$ cat src/rtl/core/mcjp_pkg.sv
// Shared types and constants for the min-cost jump path unit.
package mcjp_pkg;

  // Field widths fixed by the interface
  localparam int COST_W = 8;
  localparam int BEST_W = 14;
  localparam int JUMP_W = 7;
  localparam int POS_W  = 7;

  // Jump limit after reset
  localparam logic [JUMP_W-1:0] JUMP_RESET = 7'd1;

  // Input word: one position cost; negative marks a blocked position
  typedef struct packed {
    logic signed [COST_W-1:0] cost;
    logic                     is_last;
  } in_word_t;

  // Output word: one step of the path, or a lone unreachable marker
  typedef struct packed {
    logic [POS_W-1:0] position;
    logic             final_step;
    logic             unreachable;
  } out_word_t;

endpackage

$ cat src/rtl/core/mcjp_ram.sv
// Generic single-write, single-read synchronous RAM with registered read data.
module mcjp_ram #(
  parameter int WIDTH = 8,
  parameter int DEPTH = 64
) (
  input  logic                                      clk,
  input  logic                                      we,
  input  logic [((DEPTH > 1) ? $clog2(DEPTH) : 1)-1:0] waddr,
  input  logic [WIDTH-1:0]                          wdata,
  input  logic [((DEPTH > 1) ? $clog2(DEPTH) : 1)-1:0] raddr,
  output logic [WIDTH-1:0]                          rdata
);

  logic [WIDTH-1:0] mem [DEPTH];

  // Write on enable, register read data every cycle
  always_ff @(posedge clk) begin
    if (we) begin
      mem[waddr] <= wdata;
    end
    rdata <= mem[raddr];
  end

endmodule

$ cat src/rtl/core/min_cost_jump_path_unit.sv
// Cheapest forward-jump path over a row of costs. Costs load one word per cycle into the
// cost memory while in_stall is low; the word flagged is_last closes the row. A backward
// pass then fills the best-cost memory from the last position to the first, scanning for
// each position the successors up to min(jump_limit, positions to the end) ahead, one
// successor read per cycle through the single read port of the best-cost memory. The path
// is then walked from position 1; each result word passes S_EMIT_RD and then waits in
// S_EMIT until the output register is free of out_stall. A blocked first or last position,
// or a row longer than MAX_LEN, yields a single unreachable word from S_FAIL once the
// output register is free. Input is stalled from the last word of a row until the final
// result word of that row has been placed in the output register.
module min_cost_jump_path_unit #(
  parameter int MAX_LEN = 64
) (
  input  logic                           clk,
  input  logic                           rst,
  input  logic                           cfg_we,
  input  logic [mcjp_pkg::JUMP_W-1:0]    cfg_wdata,
  input  logic                           in_valid,
  output logic                           in_stall,
  input  mcjp_pkg::in_word_t             in_word,
  output logic                           out_valid,
  input  logic                           out_stall,
  output mcjp_pkg::out_word_t            out_word
);

  localparam int IW = (MAX_LEN > 1) ? $clog2(MAX_LEN) : 1;
  localparam int CW = $clog2(MAX_LEN + 2);
  localparam int SW = ((CW > mcjp_pkg::JUMP_W) ? CW : mcjp_pkg::JUMP_W) + 1;
  localparam int BW = 1 + mcjp_pkg::BEST_W + IW;

  typedef enum logic [2:0] {
    S_LOAD,
    S_FAIL,
    S_DP_INIT,
    S_NEXT,
    S_SCAN,
    S_WRITE,
    S_EMIT_RD,
    S_EMIT
  } state_t;

  state_t                       state;
  logic [mcjp_pkg::JUMP_W-1:0]  jump_limit;
  logic [CW-1:0]                count;
  logic                         first_blocked;
  logic [CW-1:0]                n;
  logic [IW-1:0]                i;
  logic [CW-1:0]                s;
  logic [CW-1:0]                lim;
  logic                         rd_pend;
  logic [IW-1:0]                rd_s;
  logic                         acc_valid;
  logic [mcjp_pkg::BEST_W-1:0]  acc_cost;
  logic [IW-1:0]                acc_succ;
  logic [IW-1:0]                cur;

  // Memory ports
  logic                         cost_we;
  logic [IW-1:0]                cost_waddr;
  logic [mcjp_pkg::COST_W-1:0]  cost_rdata;
  logic                         best_we;
  logic [IW-1:0]                best_waddr;
  logic [BW-1:0]                best_wdata;
  logic [IW-1:0]                best_raddr;
  logic [BW-1:0]                best_rdata;

  // Decoded best-cost entry
  logic                         b_valid;
  logic [mcjp_pkg::BEST_W-1:0]  b_cost;
  logic [IW-1:0]                b_succ;

  logic                         in_accept;
  logic                         out_free;
  logic                         out_load;
  logic [CW-1:0]                n_next;
  logic                         last_blocked;
  logic                         head_blocked;
  logic [CW-1:0]                n_m1;
  logic [IW-1:0]                i_m1;
  logic [SW-1:0]                lim_sum;
  logic [SW-1:0]                lim_cap;
  logic                         issue;
  logic                         take;
  logic [IW:0]                  cur_p1;
  logic                         cur_final;
  logic [mcjp_pkg::BEST_W-1:0]  sum_cost;

  assign in_accept = in_valid && !in_stall;
  assign in_stall  = (state != S_LOAD);
  assign out_free  = !out_valid || !out_stall;
  assign out_load  = out_free && ((state == S_FAIL) || (state == S_EMIT));

  // Decode best entry: {valid, cost, successor}
  assign b_valid = best_rdata[BW-1];
  assign b_cost  = best_rdata[IW +: mcjp_pkg::BEST_W];
  assign b_succ  = best_rdata[IW-1:0];

  // Row length and end checks at the last word
  assign n_next       = (count <= CW'(MAX_LEN)) ? (count + CW'(1)) : count;
  assign last_blocked = in_word.cost[mcjp_pkg::COST_W-1];
  assign head_blocked = (count == '0) ? last_blocked : first_blocked;

  // Scan window of the next position: min(i - 1 + jump_limit, n - 1)
  assign n_m1    = n - CW'(1);
  assign i_m1    = i - IW'(1);
  assign lim_sum = SW'(i_m1) + SW'(jump_limit);
  assign lim_cap = (lim_sum > SW'(n_m1)) ? SW'(n_m1) : lim_sum;

  // Scan control: issue a successor read while inside the window
  assign issue = (s <= lim);
  assign take  = rd_pend && b_valid && (!acc_valid || (b_cost < acc_cost));

  assign sum_cost  = acc_cost + mcjp_pkg::BEST_W'(cost_rdata);
  assign cur_p1    = {1'b0, cur} + (IW + 1)'(1);
  assign cur_final = (CW'(cur) == n_m1);

  // Memory port steering
  always_comb begin
    cost_we    = (state == S_LOAD) && in_accept && (count < CW'(MAX_LEN));
    cost_waddr = count[IW-1:0];

    best_we    = (state == S_DP_INIT) || (state == S_WRITE);
    best_waddr = (state == S_DP_INIT) ? n_m1[IW-1:0] : i;
    if (state == S_DP_INIT) begin
      best_wdata = {1'b1, {mcjp_pkg::BEST_W{1'b0}}, {IW{1'b0}}};
    end else if (cost_rdata[mcjp_pkg::COST_W-1] || !acc_valid) begin
      best_wdata = '0;
    end else begin
      best_wdata = {1'b1, sum_cost, acc_succ};
    end

    best_raddr = (state == S_SCAN) ? s[IW-1:0] : cur;
  end

  mcjp_ram #(
    .WIDTH (mcjp_pkg::COST_W),
    .DEPTH (MAX_LEN)
  ) u_cost_ram (
    .clk   (clk),
    .we    (cost_we),
    .waddr (cost_waddr),
    .wdata (in_word.cost),
    .raddr (i),
    .rdata (cost_rdata)
  );

  mcjp_ram #(
    .WIDTH (BW),
    .DEPTH (MAX_LEN)
  ) u_best_ram (
    .clk   (clk),
    .we    (best_we),
    .waddr (best_waddr),
    .wdata (best_wdata),
    .raddr (best_raddr),
    .rdata (best_rdata)
  );

  // Sequencer, scan accumulator and output register
  always_ff @(posedge clk) begin
    if (rst) begin
      state      <= S_LOAD;
      jump_limit <= mcjp_pkg::JUMP_RESET;
      count      <= '0;
      rd_pend    <= 1'b0;
      out_valid  <= 1'b0;
    end else begin
      if (cfg_we) begin
        jump_limit <= cfg_wdata;
      end

      // Raise the output word on a load, drop it once taken
      if (out_load) begin
        out_valid <= 1'b1;
      end else if (out_valid && !out_stall) begin
        out_valid <= 1'b0;
      end

      case (state)
        S_LOAD: begin
          if (in_accept) begin
            if (count == '0) begin
              first_blocked <= last_blocked;
            end
            if (in_word.is_last) begin
              count <= '0;
              n     <= n_next;
              if ((n_next > CW'(MAX_LEN)) || last_blocked || head_blocked) begin
                state <= S_FAIL;
              end else begin
                state <= S_DP_INIT;
              end
            end else begin
              count <= n_next;
            end
          end
        end

        S_FAIL: begin
          if (out_free) begin
            out_word  <= '{position: '0, final_step: 1'b1, unreachable: 1'b1};
            state     <= S_LOAD;
          end
        end

        S_DP_INIT: begin
          i     <= n_m1[IW-1:0];
          state <= S_NEXT;
        end

        S_NEXT: begin
          if (i == '0) begin
            cur   <= '0;
            state <= S_EMIT_RD;
          end else begin
            i         <= i_m1;
            s         <= CW'(i);
            lim       <= CW'(lim_cap);
            acc_valid <= 1'b0;
            rd_pend   <= 1'b0;
            state     <= S_SCAN;
          end
        end

        S_SCAN: begin
          rd_pend <= issue;
          rd_s    <= s[IW-1:0];
          if (issue) begin
            s <= s + CW'(1);
          end
          // Keep the first strictly cheaper successor
          if (take) begin
            acc_valid <= 1'b1;
            acc_cost  <= b_cost;
            acc_succ  <= rd_s;
          end
          if (!issue && !rd_pend) begin
            state <= S_WRITE;
          end
        end

        S_WRITE: begin
          state <= S_NEXT;
        end

        S_EMIT_RD: begin
          state <= S_EMIT;
        end

        S_EMIT: begin
          if (out_free) begin
            if (!b_valid) begin
              out_word <= '{position: '0, final_step: 1'b1, unreachable: 1'b1};
              state    <= S_LOAD;
            end else begin
              out_word <= '{position: mcjp_pkg::POS_W'(cur_p1), final_step: cur_final,
                            unreachable: 1'b0};
              if (cur_final) begin
                state <= S_LOAD;
              end else begin
                cur   <= b_succ;
                state <= S_EMIT_RD;
              end
            end
          end
        end

        default: begin
          state <= S_LOAD;
        end
      endcase
    end
  end

  // An unreachable word is always a lone, final word at position zero
  a_unreach_form: assert property (@(posedge clk) disable iff (rst)
    out_valid && out_word.unreachable |-> out_word.final_step && (out_word.position == '0))
    else $error("unreachable word with bad position or final flag");

  // The load count never passes one beyond the row capacity
  a_count_range: assert property (@(posedge clk) disable iff (rst)
    count <= CW'(MAX_LEN + 1))
    else $error("load count out of range");

  // Best-cost writes stay inside the current row
  a_write_in_row: assert property (@(posedge clk) disable iff (rst)
    (state == S_WRITE) |-> (CW'(i) < n))
    else $error("best-cost write beyond row end");

  // The path walk stays inside the current row
  a_walk_in_row: assert property (@(posedge clk) disable iff (rst)
    (state == S_EMIT) |-> (CW'(cur) < n))
    else $error("path walk beyond row end");

  // The scan never runs past one beyond its window
  a_scan_window: assert property (@(posedge clk) disable iff (rst)
    (state == S_SCAN) |=> (s <= lim + CW'(1)))
    else $error("scan index past window");

endmodule
$ cat config.mk
export PLATFORM = sky130hd
export DESIGN_NAME = min_cost_jump_path_unit
export DESIGN_NICKNAME = d
export VERILOG_FILES = /design/src/rtl/core/mcjp_pkg.sv /design/src/rtl/core/mcjp_ram.sv /design/src/rtl/core/min_cost_jump_path_unit.sv
export SDC_FILE = /design/constraint.sdc
export NUM_CORES = 2
export LEC_CHECK = 0
export BUFFER_PORTS_ARGS = -buffer_cell sky130_fd_sc_hd__buf_2
export CAP_MARGIN = 20
export CORE_ASPECT_RATIO = 1.2
export CORE_UTILIZATION = 30
export CTS_CLUSTER_DIAMETER = 40
export DETAILED_ROUTE_END_ITERATION = 7
export PLACE_DENSITY = 0.43
export SLEW_MARGIN = 20
export SYNTH_ARGS = -nofsm -noshare
export SYNTH_HDL_FRONTEND = slang
export SYNTH_SLANG_ARGS = --single-unit
$ cat constraint.sdc
create_clock -name clk -period 4.3 [get_ports clk]
set_input_delay 0.86 -clock clk [delete_from_list [all_inputs] [get_ports clk]]
set_output_delay 0.86 -clock clk [all_outputs]
set_load 0.02 [all_outputs]
After elaboration in Yosys (flattened, before gate mapping):

Memory sizes are Yosys's and may differ from the RTL's. A register that Yosys moved wholly into a read port is not among the register bits.
Cells that the tools add are included.

* bits in registers: 89
* memory bits (writable): 1856
* input port bits: 21
* output and inout bits: 11
* word-level logic and storage cells: 140
* memories: 2

* add/subtract/negate cells: 7
* order comparisons: 6
* eq/ne operators: 19
* multiplexer cells: 42
* bitwise operators: 2
* reduce and logical (&&, ||, !) cells: 44

Memories
* u_best_ram.mem: depth 64, bits a word 21, read ports 1, clocked after Yosys merged registers in 1, wr ports 1, RTL line mcjp_ram.sv:14 `logic [WIDTH-1:0] mem [DEPTH];`
* u_cost_ram.mem: depth 64, bits a word 8, read ports 1, clocked after Yosys merged registers in 1, wr ports 1, RTL line mcjp_ram.sv:14

Operators by type and width (number)
* 21-bit two-way mux: 2
* 6-bit two-way mux: 7
* 7-bit two-way mux: 5
* 9-bit two-way mux: 3
* 6-bit one-hot mux with 2 select lines: 2
* 3-bit two-way mux: 7
* 3-bit one-hot mux with 7 select lines: 1
* 2-bit != test, second input constant: 9
* 9-bit one-hot mux with 2 select lines: 1
* 4-bit AND reduction: 4
* 14-bit by 8-bit adder with 14-bit output: 1
* 7-bit by 1-bit adder with 7-bit output, second input constant: 2
* 14-bit < comparator: 1
* 7-bit one-hot mux with 2 select lines: 1
* 3-bit == test, second input constant: 4
* 3-bit AND reduction: 4
* 2-bit nonzero test: 5
* 1-bit two-way mux: 9
* 6-bit by 7-bit adder with 8-bit output: 1
* 8-bit by 7-bit > comparator with 1-bit output: 1
* 1-bit logical AND: 8
* 6-bit by 1-bit adder with 7-bit output, second input constant: 1
* 6-bit by 7-bit == test with 1-bit output: 1
* 7-bit > comparator, second input constant: 1
* other kinds (21): 39

Logic depth before layout (Yosys ltp):

* depth in word-level cells: 9
* depth in mapped cells: 19
* gate-level depth less buffers: 15

By module:

A second synthesis with hierarchy kept.

* cell total of the unflattened synthesis: 3689
* area total of the unflattened synthesis: 77464.3 µm²

Modules (own cells, without submodules)
* mcjp_ram (u_best_ram): times used 1, cells an instance 2190, area an instance 51719.6 µm², seq. area each 40779.1 µm²
* mcjp_ram (u_cost_ram): times used 1, cells an instance 940, area an instance 20166.8 µm², seq. area each 15534.9 µm²
* min_cost_jump_path_unit: times used 1, cells an instance 559, area an instance 5577.8 µm², seq. area each 2482.4 µm²

Worst setup path before layout:

OpenSTA, ideal clock, no wires.

* kind: register to register
* from: reg acc_cost[0] (netlist bit)
* to: mem u_best_ram.mem[0][16] (netlist bit) (data pin)
* setup time: 0.564 ns
* arrival: 3.942 ns
* required time: 3.736 ns
* setup slack: -0.206 ns
* cell stages (with the launch flop): 10
* path buffers: 0
* clock period less this slack: 4.506 ns
* cells stage by stage: edfxtp_1 > ha_1 > fa_1 > a21o_1 > a21oi_1 > nor2b_1 > o21a_1 > o41a_1 > nand3_1 > mux2i_1

* cells in the longest elaborated chain, start to end: 3

Ends and longest elaborated chain
* start: declaration: RTL line min_cost_jump_path_unit.sv:53 `logic [mcjp_pkg::BEST_W-1:0] acc_cost;`
* start signal: assignment: RTL line min_cost_jump_path_unit.sv:234 `acc_cost <= b_cost;`
* 14-bit by 8-bit adder with 14-bit output: RTL line min_cost_jump_path_unit.sv:113 `assign sum_cost = acc_cost + mcjp_pkg::BEST_W'(cost_rdata);`
* 21-bit two-way mux: RTL line min_cost_jump_path_unit.sv:126 `end else if (cost_rdata[mcjp_pkg::COST_W-1] || !acc_valid) begin`
* 21-bit two-way mux: RTL line min_cost_jump_path_unit.sv:124 `if (state == S_DP_INIT) begin`
* named net best_wdata[16]: RTL line min_cost_jump_path_unit.sv:63 `logic [BW-1:0] best_wdata;`
* end: declaration: RTL line mcjp_ram.sv:14

The timed path passes the listed nets, and every way through them passes these cells.

Worst setup path after layout:

* from: reg state[0]
* to: reg u_best_ram.rdata[13] (read register of u_best_ram.mem)

* cells in the longest elaborated chain, start to end: 2

Ends and longest elaborated chain
* start: declaration: RTL line min_cost_jump_path_unit.sv:42 `state_t state;`
* start signal: assignment: RTL line min_cost_jump_path_unit.sv:162 `state <= S_LOAD;`
* start signal: assignment: RTL line min_cost_jump_path_unit.sv:189 `state <= S_FAIL;`
* start signal: assignment: RTL line min_cost_jump_path_unit.sv:191 `state <= S_DP_INIT;`
* 3-bit == test: RTL line min_cost_jump_path_unit.sv:132 `best_raddr = (state == S_SCAN) ? s[IW-1:0] : cur;`
* 6-bit two-way mux: RTL line min_cost_jump_path_unit.sv:132
* end: declaration: RTL line mcjp_ram.sv:11 `output logic [WIDTH-1:0] rdata`

No other way between the ends.
A chain may end at the register's enable or synchronous reset.

==> results_dict.tcl <==
set metrics [dict create \
    fin_nets 4876 \
    grt_pass1_vias 41900 \
    timing.rr.end "u_best_ram.rdata[13]" \
    synth_most_common_cell "edfxtp_1" \
    drv_cap 0 \
    clock_latency_ns 0.85 \
    cts_buffers 297 \
    crit_arrival_ns 4.75 \
    routed_wl_um 230000 \
    hold_viol_final 0 \
    fin_ws_ns 0.194 \
    yosys.area.top_type "edfxtp_1" \
    rsz0062_at_grt "false" \
    vias_per_cell 4.93 \
    wire_per_inst_um 27.3 \
    finalSetupViolCount 0 \
    ir_drop_mv 0.300 \
    pre_cts_ws_ns 0.211 \
    cts.clk_slew.worst_paths_ns 0.05 \
    htreeDepth 5 \
    r2r_slack_ns 0.19 \
    cts_tree "yes" \
    min_from "cfg_wdata[0]" \
    dieArea_um2 261000 \
    drive_gt1_share_pct 23.2 \
    worstPathMaxFanout 16 \
    dr.pass1.iters 6 \
    path_buf_inv 4 \
    path_class "reg2reg" \
    fillers 24100 \
    core_um2 257000 \
    end_kind "register" \
    start_util_pct 30.1 \
    syn_area_um2 77500 \
    avgSynthCellArea_um2 17.8 \
    grt_max_degree 131 \
    worstSetupPathDepth 10 \
    max_stage_delay_ns 0.99 \
    p_total_mw 48.8 \
    synth.distinct_cells 63 \
    ant_nets 0 \
    dieWidth_um 466 \
    fin_tns_setup_ns 0 \
    worst_pin_slew_ns 1.16 \
    hpwl_um 142000 \
    clock-root-buffer "clkbuf_16" \
    yosys_warnings 0 \
    synth_area_leaders "edfxtp_1 (75%), mux2i_1 (6.7%), mux4_2 (5.6%)" \
    power_density_nw_per_um2 517 \
    synth_fp_nets 4427 \
    area_growth_pct 21.7 \
    critPathLaunch "state[0]" \
    grt_use_total_pct 17.4 \
    finish.utilization_pct 36.7 \
    fmax_ghz 0.244 \
    std_cell_rows 204 \
    synth_cells 4356 \
    gp_congestion 0.812 \
    ys_async_sr_fraction_pct 0 \
    synth_ff_type "edfxtp_1" \
    critPathCapture "u_best_ram.rdata[13]" \
    maxSlewViolCount 0 \
    period_needed_ns 4.11 \
    die_y_um 559 \
    cts_buffer_depth 4 \
    hold_class "in2reg" \
    cp_common_cell "buf_4" \
    remaining_drc_errors 0 \
    seq_area_frac_synth_pct 75.8 \
    antenna_found_initial 12 \
    rr_startpoint "state[0]" \
    synth_top_cell_area_share_pct 74.6 \
    cp_top_family "simple AND/OR/NAND/NOR gates" \
    critical_path.slowest_cell "nor4_1" \
    postCtsHoldBufs 0 \
    max_slew_margin_pct 21.7 \
    vias 41600 \
    synth_common_cells "edfxtp_1 (1926), mux2i_1 (516), nand2_1 (342), o22ai_1 (251), mux4_2 (192)" \
    startpoint_type "register" \
    path_cells "or3b_1, inv_8, mux2_2, buf_4, nand2_1, buf_4, buf_4, a21oi_1, nor4_1, nand4_1" \
    cts_setup_buffers 0 \
    ys_ff_latch 1974 \
    fin_crit_sh_pct 95.5 \
    grt_overflow 0 \
    clock_sinks 1974 \
    cts_resized 0 \
    required_ns 4.95 \
    worst_r2r_path_depth 10 \
    p_leak_nw 34.6 \
    fin_skew_ns 0.0698 \
    synth-edff-count 1926 \
    ios 32 \
    status "complete, no violations" \
    io_buffers 31 \
    grt_pass1_wl_um 325000 \
    drt_iter0_markers 3336 \
]
placed cells by master (no fill, tap or decap), types with 34 or more instances in the layout:
cell type  synthesis  final
and3_1            44     44
nand2_1          342    341
clkbuf_16          0    301
clkinv_4           0     40
buf_12             0     37
nor2_2             0     64
ha_1              48     48
inv_1             36     36
nand3_1           34     34
nor2_1           187    116
buf_4             20    318
mux4_2           192    192
mux2i_1          516    513
dfxtp_1           48     48
a21oi_1           84     80
edfxtp_1        1926   1926
nor4_1            64     61
o22ai_1          251    251
a311oi_1          42     42
layer usage:
layer / vias up / part of all wire [%] / track usage [%]
li1: 18400 / - / -
met1: 21900 / 43 / 23.0
met2: 986 / 50 / 29.6
met3: 311 / 4.1 / 2.45
met4: 2 / 2.8 / 4.95
met5: - / 0.0035 / 0
report_power, final:
group,internal [mW],switching [mW]
Combinational,0.797,1.97
Clock,15.0,9.19
Sequential,21.7,0.106
sequential cells by signal (all words and copies together) (netlist names), 7 cells and up:
register	cells
n	7
u_best_ram.mem	1344
lim	7
out_word	9
u_best_ram.rdata	21
s	7
count	7
u_cost_ram.rdata	8
jump_limit	7
u_cost_ram.mem	512
acc_cost	14
worst min-delay path by stage:
stage                          endpoint  slack [ns]  cells past startpoint
after floorplan             acc_cost[0]        0.40                      0
after global placement      acc_succ[4]        0.40                      0
after detailed placement    acc_succ[4]        0.41                      0
after CTS                 jump_limit[0]        0.17                      2
after global routing      jump_limit[0]        0.20                      2
final                     jump_limit[0]        0.23                      2
cells by family (layout without fill, tap and decap cells):
| logic type | count (synthesis) | after routing | synth area share [%] |
|---|---|---|---|
| other | 0 | 6 | 0 |
| AOI/OAI and AO/OA | 484 | 484 | 4.03 |
| adders and majority gates | 50 | 50 | 0.826 |
| xor gates and xnor gates | 41 | 41 | 0.463 |
| DFF | 1974 | 1974 | 75.8 |
| and+or+nand+nor | 818 | 818 | 4.89 |
| buffers and inverters | 272 | 957 | 1.59 |
| muxes | 717 | 717 | 12.4 |
cell type report:
| class | count | area, um2 | share of cell area, % |
|---|---|---|---|
| diodes | 6 | 15.0 | 0.0159 |
| clock buffers | 326 | 7660 | 8.12 |
| clock inverters | 209 | 2340 | 2.48 |
| inverters | 37 | 146 | 0.155 |
| multi-input cells | 2110 | 17900 | 18.9 |
| flip-flops and latches | 1974 | 58800 | 62.3 |
| well taps | 3399 | 4250 | 4.51 |
| repair buffers | 385 | 3280 | 3.47 |
stage by stage:
step / instance area (um2) / cells / hold slack, ns
2_1_floorplan: 77600 / 4356 / 0.400
3_5_place_dp: 84300 / 7905 / 0.406
3_3_place_gp: 84300 / 7905 / 0.401
4_1_cts: 94300 / 8440 / 0.167
5_1_grt: 94300 / 8441 / 0.202
6_report: 94300 / 8446 / 0.226
worst register-to-register path, delay by kind of cell (launching register included):
kind	cells	cell delay, ns
AO/OA/AOI/OAI	1	0.07
buffers and inverters	4	0.95
flip-flops	1	0.30
multiplexers	1	0.62
AND/OR/NAND/NOR	4	1.99
Note: power is estimated with default switching activity, not from simulation.
